**config.mk**
```make
export PLATFORM = sky130hd
export DESIGN_NAME = pqs_cell
export DESIGN_NICKNAME = d
export VERILOG_FILES = /design/src/rtl/core/pqs_pkg.sv /design/src/rtl/core/pqs_cell.sv
export SDC_FILE = /design/constraint.sdc
export NUM_CORES = 1
export LEC_CHECK = 0
export ABC_AREA = 1
export BUFFER_PORTS_ARGS = -buffer_cell sky130_fd_sc_hd__buf_4
export CAP_MARGIN = 20
export CELL_PAD_IN_SITES_DETAIL_PLACEMENT = 1
export CELL_PAD_IN_SITES_GLOBAL_PLACEMENT = 1
export CORE_AREA = 2 2 163 165
export DETAILED_ROUTE_END_ITERATION = 7
export DIE_AREA = 0 0 165 167
export PLACE_DENSITY = 0.82
export RECOVER_POWER = 100
export SLEW_MARGIN = 20
export SYNTH_ARGS = -nofsm -noshare
export SYNTH_HDL_FRONTEND = slang
export SYNTH_SLANG_ARGS = --single-unit
export TNS_END_PERCENT = 30
```
**constraint.sdc**
```tcl
create_clock -name i_clk -period 5.82 [get_ports i_clk]
set_input_delay 1.164 -clock i_clk [delete_from_list [all_inputs] [get_ports i_clk]]
set_output_delay 1.164 -clock i_clk [all_outputs]
set_load 0.01 [all_outputs]
```
**src/rtl/core/pqs_pkg.sv**
```systemverilog
// Types and constants shared by the periodic query scheduler modules.
package pqs_pkg;

    localparam int DUE_W = 48;
    localparam int ID_W  = 32;
    localparam int PER_W = 16;

    localparam logic [1:0] FUNC_CLEAR = 2'd0;
    localparam logic [1:0] FUNC_REG   = 2'd1;
    localparam logic [1:0] FUNC_NEXT  = 2'd2;

    localparam logic [1:0] ST_OK    = 2'd0;
    localparam logic [1:0] ST_FULL  = 2'd1;
    localparam logic [1:0] ST_EMPTY = 2'd2;
    localparam logic [1:0] ST_SAT   = 2'd3;

    typedef struct packed {
        logic [1:0]       func;
        logic [ID_W-1:0]  user_id;
        logic [PER_W-1:0] period;
    } t_req;

    typedef struct packed {
        logic [ID_W-1:0] next_id;
        logic [1:0]      status;
    } t_rsp;

    typedef struct packed {
        logic [DUE_W-1:0] due;
        logic [ID_W-1:0]  id;
        logic [PER_W-1:0] period;
    } t_entry;

    typedef struct packed {
        logic pop;
        logic ins;
    } t_cell_ctl;

    typedef enum logic {
        S_IDLE,
        S_INS
    } t_state;

endpackage

```
**src/rtl/core/pqs_cell.sv**
```systemverilog
// One cell of the sorted scheduling row: holds one entry, shifts or takes an insert.
module pqs_cell #(
    parameter int IDX_W = 6
) (
    input  logic               i_clk,
    input  logic               i_occ,
    input  pqs_pkg::t_cell_ctl i_ctl,
    input  pqs_pkg::t_entry    i_ins_ent,
    input  logic [IDX_W-1:0]   i_ins_idx,
    input  logic               i_prev_lt,
    input  pqs_pkg::t_entry    i_prev_ent,
    input  logic [IDX_W-1:0]   i_prev_idx,
    input  pqs_pkg::t_entry    i_next_ent,
    input  logic [IDX_W-1:0]   i_next_idx,
    output logic               o_lt,
    output pqs_pkg::t_entry    o_ent,
    output logic [IDX_W-1:0]   o_idx
);

    pqs_pkg::t_entry  r_ent;
    pqs_pkg::t_entry  n_ent;
    logic [IDX_W-1:0] r_idx;
    logic [IDX_W-1:0] n_idx;

    assign o_lt = !i_occ ||
        ({i_ins_ent.due, i_ins_ent.id, i_ins_idx} < {r_ent.due, r_ent.id, r_idx});

    always_comb begin
        n_ent = r_ent;
        n_idx = r_idx;
        if (i_ctl.pop) begin
            n_ent = i_next_ent;
            n_idx = i_next_idx;
        end else if (i_ctl.ins && o_lt) begin
            if (i_prev_lt) begin
                n_ent = i_prev_ent;
                n_idx = i_prev_idx;
            end else begin
                n_ent = i_ins_ent;
                n_idx = i_ins_idx;
            end
        end
    end

    always_ff @(posedge i_clk) begin
        r_ent <= n_ent;
        r_idx <= n_idx;
    end

    assign o_ent = r_ent;
    assign o_idx = r_idx;

endmodule

```
==> impl_metrics.yaml, run 1 <==
power:
  ir_drop_mv: 0.104
  powerDensity_mw_per_mm2: 206
  power.leakage_nw: 5.27
  power_mw: 2.21
detailed_routing:
  wl_per_cell_um: 17.9
  drtPass1Iterations: 4
  drc_errors: 0
  vias: 8190
  drt_iter0_markers: 289
  drt_wl_total_um: 30400
  ant_nets: 0
  viasPerCell: 4.83
sta:
  maxSlewViolCount: 97
  rsz0062_at_grt: "no"
  max_freq_ghz: 0.224
  hold_viol: 0
  period_share_pct: 76.7
  setup_viol: 0
  worstMarginPinSlew_ps: 2640
  tns_ps: 0
  finClkSkew_ps: 13.4
  fin_crit_ps: 4470
  slew-limit-headroom_pct: -75.9
critical_path:
  endpoint_kind: "flip-flop"
  crit_path_frequent_cell: "buf_4"
  critPathLaunchType: "input port"
  critical_path_buf_inv_count: 3
  path_class: "input port to flip-flop"
  slowest_stage: "clkinvlp_2"
  worst_ep_required_time_ps: 5910
  cp_max_fo: 60
  worst_ep_arrival_time_ps: 4550
  max_stage_delay_ps: 1580
  rrSetupSlack_ps: 2680
  crit_chain: "buf_4, clkinvlp_2, buf_4, nand2_1, a21oi_1"
  worstReg2RegStart: "o_ent[27]"
  crit_family: "buffers and inverters"
  r2r_cells: 16
  r2r-end: "o_ent[20]"
die:
  die-area_sq_mm: 0.0276
  row_count: 59
  ios: 414
  die_h_um: 167
  initial_utilization_pct: 28.9
  chipWidth_um: 165
  core_area_sq_mm: 0.0258
global_routing:
  antenna_found_initial: 0
  grt_pass1_vias: 8845
  gr-total-overflow: 0
  grt_max_degree: 61
  grtUsageTotal_pct: 21.8
  grt_pass1_wl_um: 46500
logic_synthesis:
  synth_top_area_share_pct: 41.2
  yosys_warnings: 0
  synth_area_sq_mm: 0.00744
  synth.avg_cell_area_sq_um: 7.67
  syn_inst: 970
  synth_edf_count: 102
  synth_area_leaders: "edfxtp_1, a21oi_1, ha_1"
  ys.flop_type: "edfxtp_1"
  synth_area_leader_cell: "edfxtp_1"
  syn_nets: 1366
  synth-seq-cells: 102
  async_reset_ff_share_pct: 0
  synth_cell_types: 20
  ys_seq_area_share_pct: 41.2
outcome:
  failed_checks: "capacitance limit, slew limit"
  run_status: "complete, but fails checks"
layout:
  final_nets: 1751
  diodes: 0
  fill_cells: 3288
  mostFrequentLayoutCells: "buf_4, a21oi_1, nand2_1, nor2_1, inv_1"
  layout-drive-gt1-share_pct: 24.9
  final_common_cell: "buf_4"
  layout.cells.non_filler: 1695
  area_growth_syn_to_layout_pct: 44.1
cts:
  cts_tree: "done"
  clk_pin_slew_ps: 80
  cts-buffers-inserted: 9
  clock-sinks: 102
  post-cts-setup-buffers: 0
  clkLatencyLatePin_ps: 350
  h-tree-depth: 3
  cts-root-buf: "clkbuf_16"
  cts_hold_buf: 0
  cts_resized: 0
  clockBufferDepth: 2
place:
  gp_congestion: 0.829
  place.port_buffers: 413
  dp_hpwl_um: 24100
  place_inst: 1679
hold_path:
  hold_path.class: "input port to flip-flop"
  hold_depth: 3
  min_from: "i_next_ent[76]"
  hold-path-endpoint: "o_ent[76]"
run:
  maxCapViolCount: 2
[worst max-delay path by stage]
stage                        from   endpoint  slack (ps)  cells past startpoint
floorplan           i_ins_ent[71]   o_ent[0]         960                     13
finish                  i_prev_lt  o_ent[15]        1350                      5
global route            i_prev_lt  o_ent[15]        1130                      5
detailed placement  i_ins_ent[27]  o_ent[42]        1680                     16
CTS                 i_ins_ent[27]       o_lt        1810                     14
global placement    i_ins_ent[31]  o_ent[25]        1740                     14
[registers in the layout, indices dropped and copies added, names as in the netlist]
name and count:
o_idx 6, o_ent 96
[synthesized netlist by cell type, types with 4 or more instances]
master,number
a21oi_1,235
nand2_1,226
nor2_1,129
inv_1,115
edfxtp_1,102
ha_1,85
clkbuf_1,35
nand3_1,6
nor2_2,6
a21o_1,5
buf_1,5
buf_2,4
inv_2,4
o21ai_0,4
[per-layer routing]
metal / GRT usage (%) / up-vias / part of all wire, %
met2: 39.5 / 293 / 51
li1: - / 3987 / -
met3: 4.58 / 62 / 6.7
met5: 0 / - / 0
met1: 24.3 / 3848 / 38
met4: 9.38 / 0 / 3.9
[worst register-to-register path, cell delays in order (launching register included)]
cell	delay, ps
edfxtp_1	410
inv_1	70
ha_1	240
nand2_1	100
inv_1	50
nand2_1	60
a21oi_1	60
nor2_1	190
nand3_1	200
nand2_1	100
inv_1	40
nor2_1	80
nand2_1	80
nand2_1	90
nand2_1	100
nand2_4	480
buf_12	420
[power breakdown]
group          internal, mW  switching (mW)  total [mW]
clock network         0.292           0.289       0.581
registers             0.904          0.0359       0.940
logic                 0.302           0.387       0.689
[through the flow]
| step | worst slack [ps] | instance area, sq um | hold slack, ps | utilization (%) |
|---|---|---|---|---|
| after floorplan | 963 | 7440 | 1390 | - |
| after global placement | 1740 | 10900 | 1480 | 42.1 |
| after detailed placement | 1680 | 10900 | 1490 | 42.1 |
| after CTS | 1810 | 11100 | 1120 | 43.2 |
| after global routing | 1130 | 10700 | 1130 | 41.6 |
| final | 1350 | 10700 | 1130 | 41.6 |
[area by class of cell]
type / count / area [sq um] / share of cell area [%]
multi-input cells: 705 / 3770 / 35.1
flip-flops and latches: 102 / 3060 / 28.6
inverters: 119 / 450 / 4.20
clock inverters: 5 / 36.3 / 0.338
clock buffers: 11 / 233 / 2.17
repair buffers: 418 / 2760 / 25.7
well taps: 335 / 419 / 3.91
[cell families (layout without fill, tap and decap cells)]
| family | Yosys count | in the layout | share of synthesized area (%) |
|---|---|---|---|
| and+or+nand+nor | 374 | 374 | 19.5 |
| AOI/OAI and AO/OA | 246 | 246 | 16.8 |
| buffers and inverters | 163 | 553 | 8.29 |
| adders and majority gates | 85 | 85 | 14.3 |
| DFF | 102 | 102 | 41.2 |
No activity file was read; power rests on OpenSTA's default activity.
==> run 2, diff against run 1 <==
clock period = 4.3 ns   (was 5.82 ns; I/O delays follow)
==> impl_metrics.yaml, run 2 (same netlist as run 1, synthesis figures left out) <==
power:
  powerDensity_mw_per_mm2: 284
  p_int_mw: 2.04
  p_comb_share_pct: 30.4
  ir_drop_mv: 0.148
  seq_power_share_pct: 41.6
  netSwitchingFraction_pct: 33.2
  power.leakage_nw: 5.31
  power_mw: 3.06
  p_sw_mw: 1.02
  pwr-share-clk_pct: 28.1
sta:
  max_freq_ghz: 0.286
  period_share_pct: 81.4
  slew-limit-headroom_pct: 14.9
  tns_ps: 0
  rsz0062_at_grt: "no"
  maxSlewViolCount: 0
  hold_viol: 0
  finClkSkew_ps: 13.4
  worstMarginPinSlew_ps: 1280
  timing.final.ws_setup_ps: 799
  setup_viol: 0
  fin_crit_ps: 3500
detailed_routing:
  drc_errors: 0
  viasPerCell: 4.77
  ant_nets: 0
  vias: 8110
  drt_wl_total_um: 30400
  drtPass1Iterations: 4
  drt_iter0_markers: 307
  wl_per_cell_um: 17.9
cts:
  cts-buffers-inserted: 9
  clock-sinks: 102
  h-tree-depth: 3
  post-cts-setup-buffers: 0
  cts-root-buf: "clkbuf_16"
  cts_resized: 0
  clk_pin_slew_ps: 90
  cts_tree: "done"
  cts_hold_buf: 0
  clockBufferDepth: 2
  clkLatencyLatePin_ps: 360
die:
  row_count: 59
  die_h_um: 167
  chipWidth_um: 165
  initial_utilization_pct: 28.9
  die-area_sq_mm: 0.0276
  ios: 414
  core_area_sq_mm: 0.0258
global_routing:
  gr-total-overflow: 0
  grt_max_degree: 72
  grt_pass1_wl_um: 45800
  grtUsageTotal_pct: 21.7
  grt_pass1_vias: 8562
  antenna_found_initial: 0
place:
  placed_area_sq_mm: 0.0109
  dp_hpwl_um: 24400
  place.port_buffers: 413
  place_ws_ps: 878
  gp_congestion: 0.873
critical_path:
  worst_ep_arrival_time_ps: 3610
  endpoint_kind: "flip-flop"
  path_class: "input port to flip-flop"
  critPathLaunchType: "input port"
  worst_ep_required_time_ps: 4410
  cp_max_fo: 49
run:
  maxCapViolCount: 0
outcome:
  run_status: "complete, no violations"
layout:
  final_nets: 1757
  area_growth_syn_to_layout_pct: 44.8
  final_common_cell: "buf_4"
  layout-drive-gt1-share_pct: 25.4
  fill_cells: 3246
  diodes: 0
  final_util_pct: 41.8
  final_area_sq_mm: 0.0108
  largest_reg_flops: 96
  mostFrequentLayoutCells: "buf_4, a21oi_1, nand2_1, nor2_1, inv_1"
hold_path:
  hold_path.class: "input port to flip-flop"
## run 2: per-layer routing
layer / GRT usage [%] / wire, um / up-vias / share of wire, %
li1: - / - / 3991 / -
met1: 24.0 / 11900 / 3814 / 39
met2: 40.5 / 15900 / 268 / 52
met3: 5.35 / 1940 / 37 / 6.4
met4: 5.94 / 676 / 0 / 2.2
met5: 0 / 0 / - / 0
## run 2: stage by stage
| step | instances | hold slack (ps) |
|---|---|---|
| 5_1_grt | 1701 | 812 |
| 6_report | 1701 | 818 |
| 3_3_place_gp | 1685 | 1180 |
| 2_1_floorplan | 970 | 1090 |
| 4_1_cts | 1701 | 804 |
| 3_5_place_dp | 1685 | 1190 |
## run 2: worst max-delay path: stages
cell and delay [ps]:
buf_4 330, clkinvlp_2 1000, clkbuf_2 960, nand2_1 300
a21oi_1 100
## run 2: final cells by class
cell class / count / area [sq um] / share of cell area, %
Sequential cell: 102 / 3060 / 28.4
Timing Repair Buffer: 424 / 2770 / 25.7
Clock buffer: 9 / 225 / 2.09
Tap cell: 335 / 419 / 3.89
Multi-Input combinational cell: 705 / 3770 / 35.0
Clock inverter: 7 / 72.6 / 0.674
Inverter: 119 / 450 / 4.18
## run 2: worst paths after layout
path                 startpoint  depth (start not counted)  slack [ps]         to
setup / recovery      i_prev_lt                          5         800  o_ent[91]
hold / removal    i_next_idx[3]                          3         820   o_idx[3]
setup reg to reg      o_ent[29]                         14        1130  o_ent[64]
hold reg to reg       o_ent[95]                         11        1590  o_ent[61]
## run 2: power by group through the flow
stage | Combinational [mW] | Clock (mW) | Sequential (mW)
final | 0.930 | 0.860 | 1.27
after global routing | 1.05 | 0.918 | 1.29
after CTS | 1.03 | 0.882 | 1.28
after detailed placement | 1.03 | 0 | 1.30
after global placement | 0.999 | 0 | 1.29
after floorplan | 0.408 | 0 | 1.34
==> run 3, diff against run 2 <==
clock period = 3.4 ns   (was 4.3 ns; I/O delays follow)
==> impl_metrics.yaml, run 3 (same netlist as run 1, synthesis figures left out) <==
cts:
  cts_hold_buf: 0
  clock-sinks: 102
  cts-root-buf: "clkbuf_16"
  cts-buffers-inserted: 9
  clockBufferDepth: 2
  h-tree-depth: 3
  post-cts-setup-buffers: 0
  cts_resized: 0
  clk_pin_slew_ps: 80
  cts_tree: "done"
  clkLatencyLatePin_ps: 360
critical_path:
  crit_family: "simple AND/OR/NAND/NOR gates"
  worst_ep_required_time_ps: 2720
  slowest_stage: "edfxtp_1"
  path_class: "flip-flop to output pin"
  crit_chain: "inv_1, ha_1, nand2_1, inv_1, a21oi_1, nand2_1, nand2_1, nand3_1, nand2_1, inv_1, nor2_1, nand2_1, nand2_1, clkbuf_1"
  critical_path_buf_inv_count: 4
  max_stage_delay_ps: 460
  worstReg2RegStart: "o_idx[5]"
  cp_max_fo: 2
  worst_ep_arrival_time_ps: 2300
  critPathLaunch: "o_idx[5]"
  endpoint_kind: "output pin"
  critPathLaunchType: "flip-flop"
  crit_path_frequent_cell: "nand2_1"
layout:
  largest_reg_flops: 96
  diodes: 0
  final_util_pct: 41.7
  final_common_cell: "buf_4"
  mostFrequentLayoutCells: "buf_4, a21oi_1, nand2_1, nor2_1, inv_1"
  fill_cells: 3339
  area_growth_syn_to_layout_pct: 44.5
  layout-drive-gt1-share_pct: 25.3
  final_nets: 1756
detailed_routing:
  highest_layer: "met4"
  wl_met3_um: 2220
  ant_nets: 0
  viasPerCell: 4.81
  vias: 8180
  drt_wl_total_um: 30500
  drt_iter0_markers: 244
  drc_errors: 0
  wl_per_cell_um: 18.0
  wl_met1_um: 11600
  drtPass1Iterations: 4
  routed-wl-met2_um: 15700
sta:
  tns_ps: 0
  setup_viol: 0
  fin_crit_ps: 2980
  max_freq_ghz: 0.335
  slew-limit-headroom_pct: 18.9
  hold_ws_ps: 643
  hold_viol: 0
  maxSlewViolCount: 0
  worstMarginPinSlew_ps: 1220
  period_share_pct: 87.7
  rsz0062_at_grt: "no"
  finClkSkew_ps: 11.2
  timing.final.ws_setup_ps: 417
die:
  ios: 414
  chipWidth_um: 165
  core_area_sq_mm: 0.0258
  die-area_sq_mm: 0.0276
  die_h_um: 167
  initial_utilization_pct: 28.9
  row_count: 59
global_routing:
  gr-total-overflow: 0
  grt_max_degree: 55
  grt_pass1_wl_um: 46200
  antenna_found_initial: 0
  grtUsageTotal_pct: 21.7
  grt_pass1_vias: 8686
hold_path:
  hold_path.class: "input port to flip-flop"
  min_from: "i_next_ent[18]"
power:
  power.leakage_nw: 5.30
  powerDensity_mw_per_mm2: 354
  ir_drop_mv: 0.228
place:
  gp_congestion: 0.830
  place_ws_ps: 397
  dp_hpwl_um: 24200
  place.port_buffers: 413
run:
  maxCapViolCount: 0
outcome:
  run_status: "complete, no violations"
-- run 3: cell count changes in the layout (fill, tap and decap cells not counted) --
cell	before	now
inv_6	3	1
clkinv_2	0	2
nand2_1	225	227
inv_8	2	0
buf_12	0	1
clkbuf_4	1	2
clkinv_4	0	1
nand2_2	2	1
nand2_4	1	0
clkinv_8	1	0
clkbuf_1	107	106
-- run 3: layout make-up --
cell class | count | area (sq um) | area share, %
Tap cell | 335 | 419 | 3.90
Timing Repair Buffer | 423 | 2790 | 26.0
Clock buffer | 11 | 233 | 2.17
Clock inverter | 5 | 35.0 | 0.326
Multi-Input combinational cell | 705 | 3760 | 35.0
Inverter | 119 | 450 | 4.19
Sequential cell | 102 | 3060 | 28.5
-- run 3: layer usage --
metal / vias to the layer above / global-route usage (%)
met3: 53 / 5.93
met1: 3860 / 23.9
met2: 280 / 39.4
met4: 0 / 7.75
met5: - / 0
li1: 3987 / -
-- run 3: power breakdown --
part | switching [mW] | internal, mW | total [mW] | leakage, nW
Clock | 0.516 | 0.501 | 1.02 | 0.130
Sequential | 0.0623 | 1.55 | 1.61 | 1.02
Combinational | 0.664 | 0.516 | 1.18 | 4.15
-- run 3: final timing paths --
| path | end | slack, ps | cells past startpoint |
|---|---|---|---|
| max | o_lt | 420 | 14 |
| min | o_ent[18] | 640 | 3 |
| max reg2reg | o_ent[61] | 480 | 16 |
| min reg2reg | o_ent[88] | 1760 | 12 |
-- run 3: worst reg2reg max path, delay by kind of cell (launching register included) --
kind / cells / cell delay [ps]
simple gates: 10 / 910
fa+ha+maj: 1 / 230
flops: 1 / 460
compound gates: 1 / 140
buf+inv: 4 / 760
-- run 3: through the flow --
step / total power, mW / instances / instance area (sq um)
after global routing: 4.04 / 1700 / 10700
after detailed placement: 2.94 / 1684 / 10900
after global placement: 2.89 / 1684 / 10900
final: 3.81 / 1700 / 10700
after floorplan: 2.22 / 970 / 7440
after CTS: 3.97 / 1700 / 11200
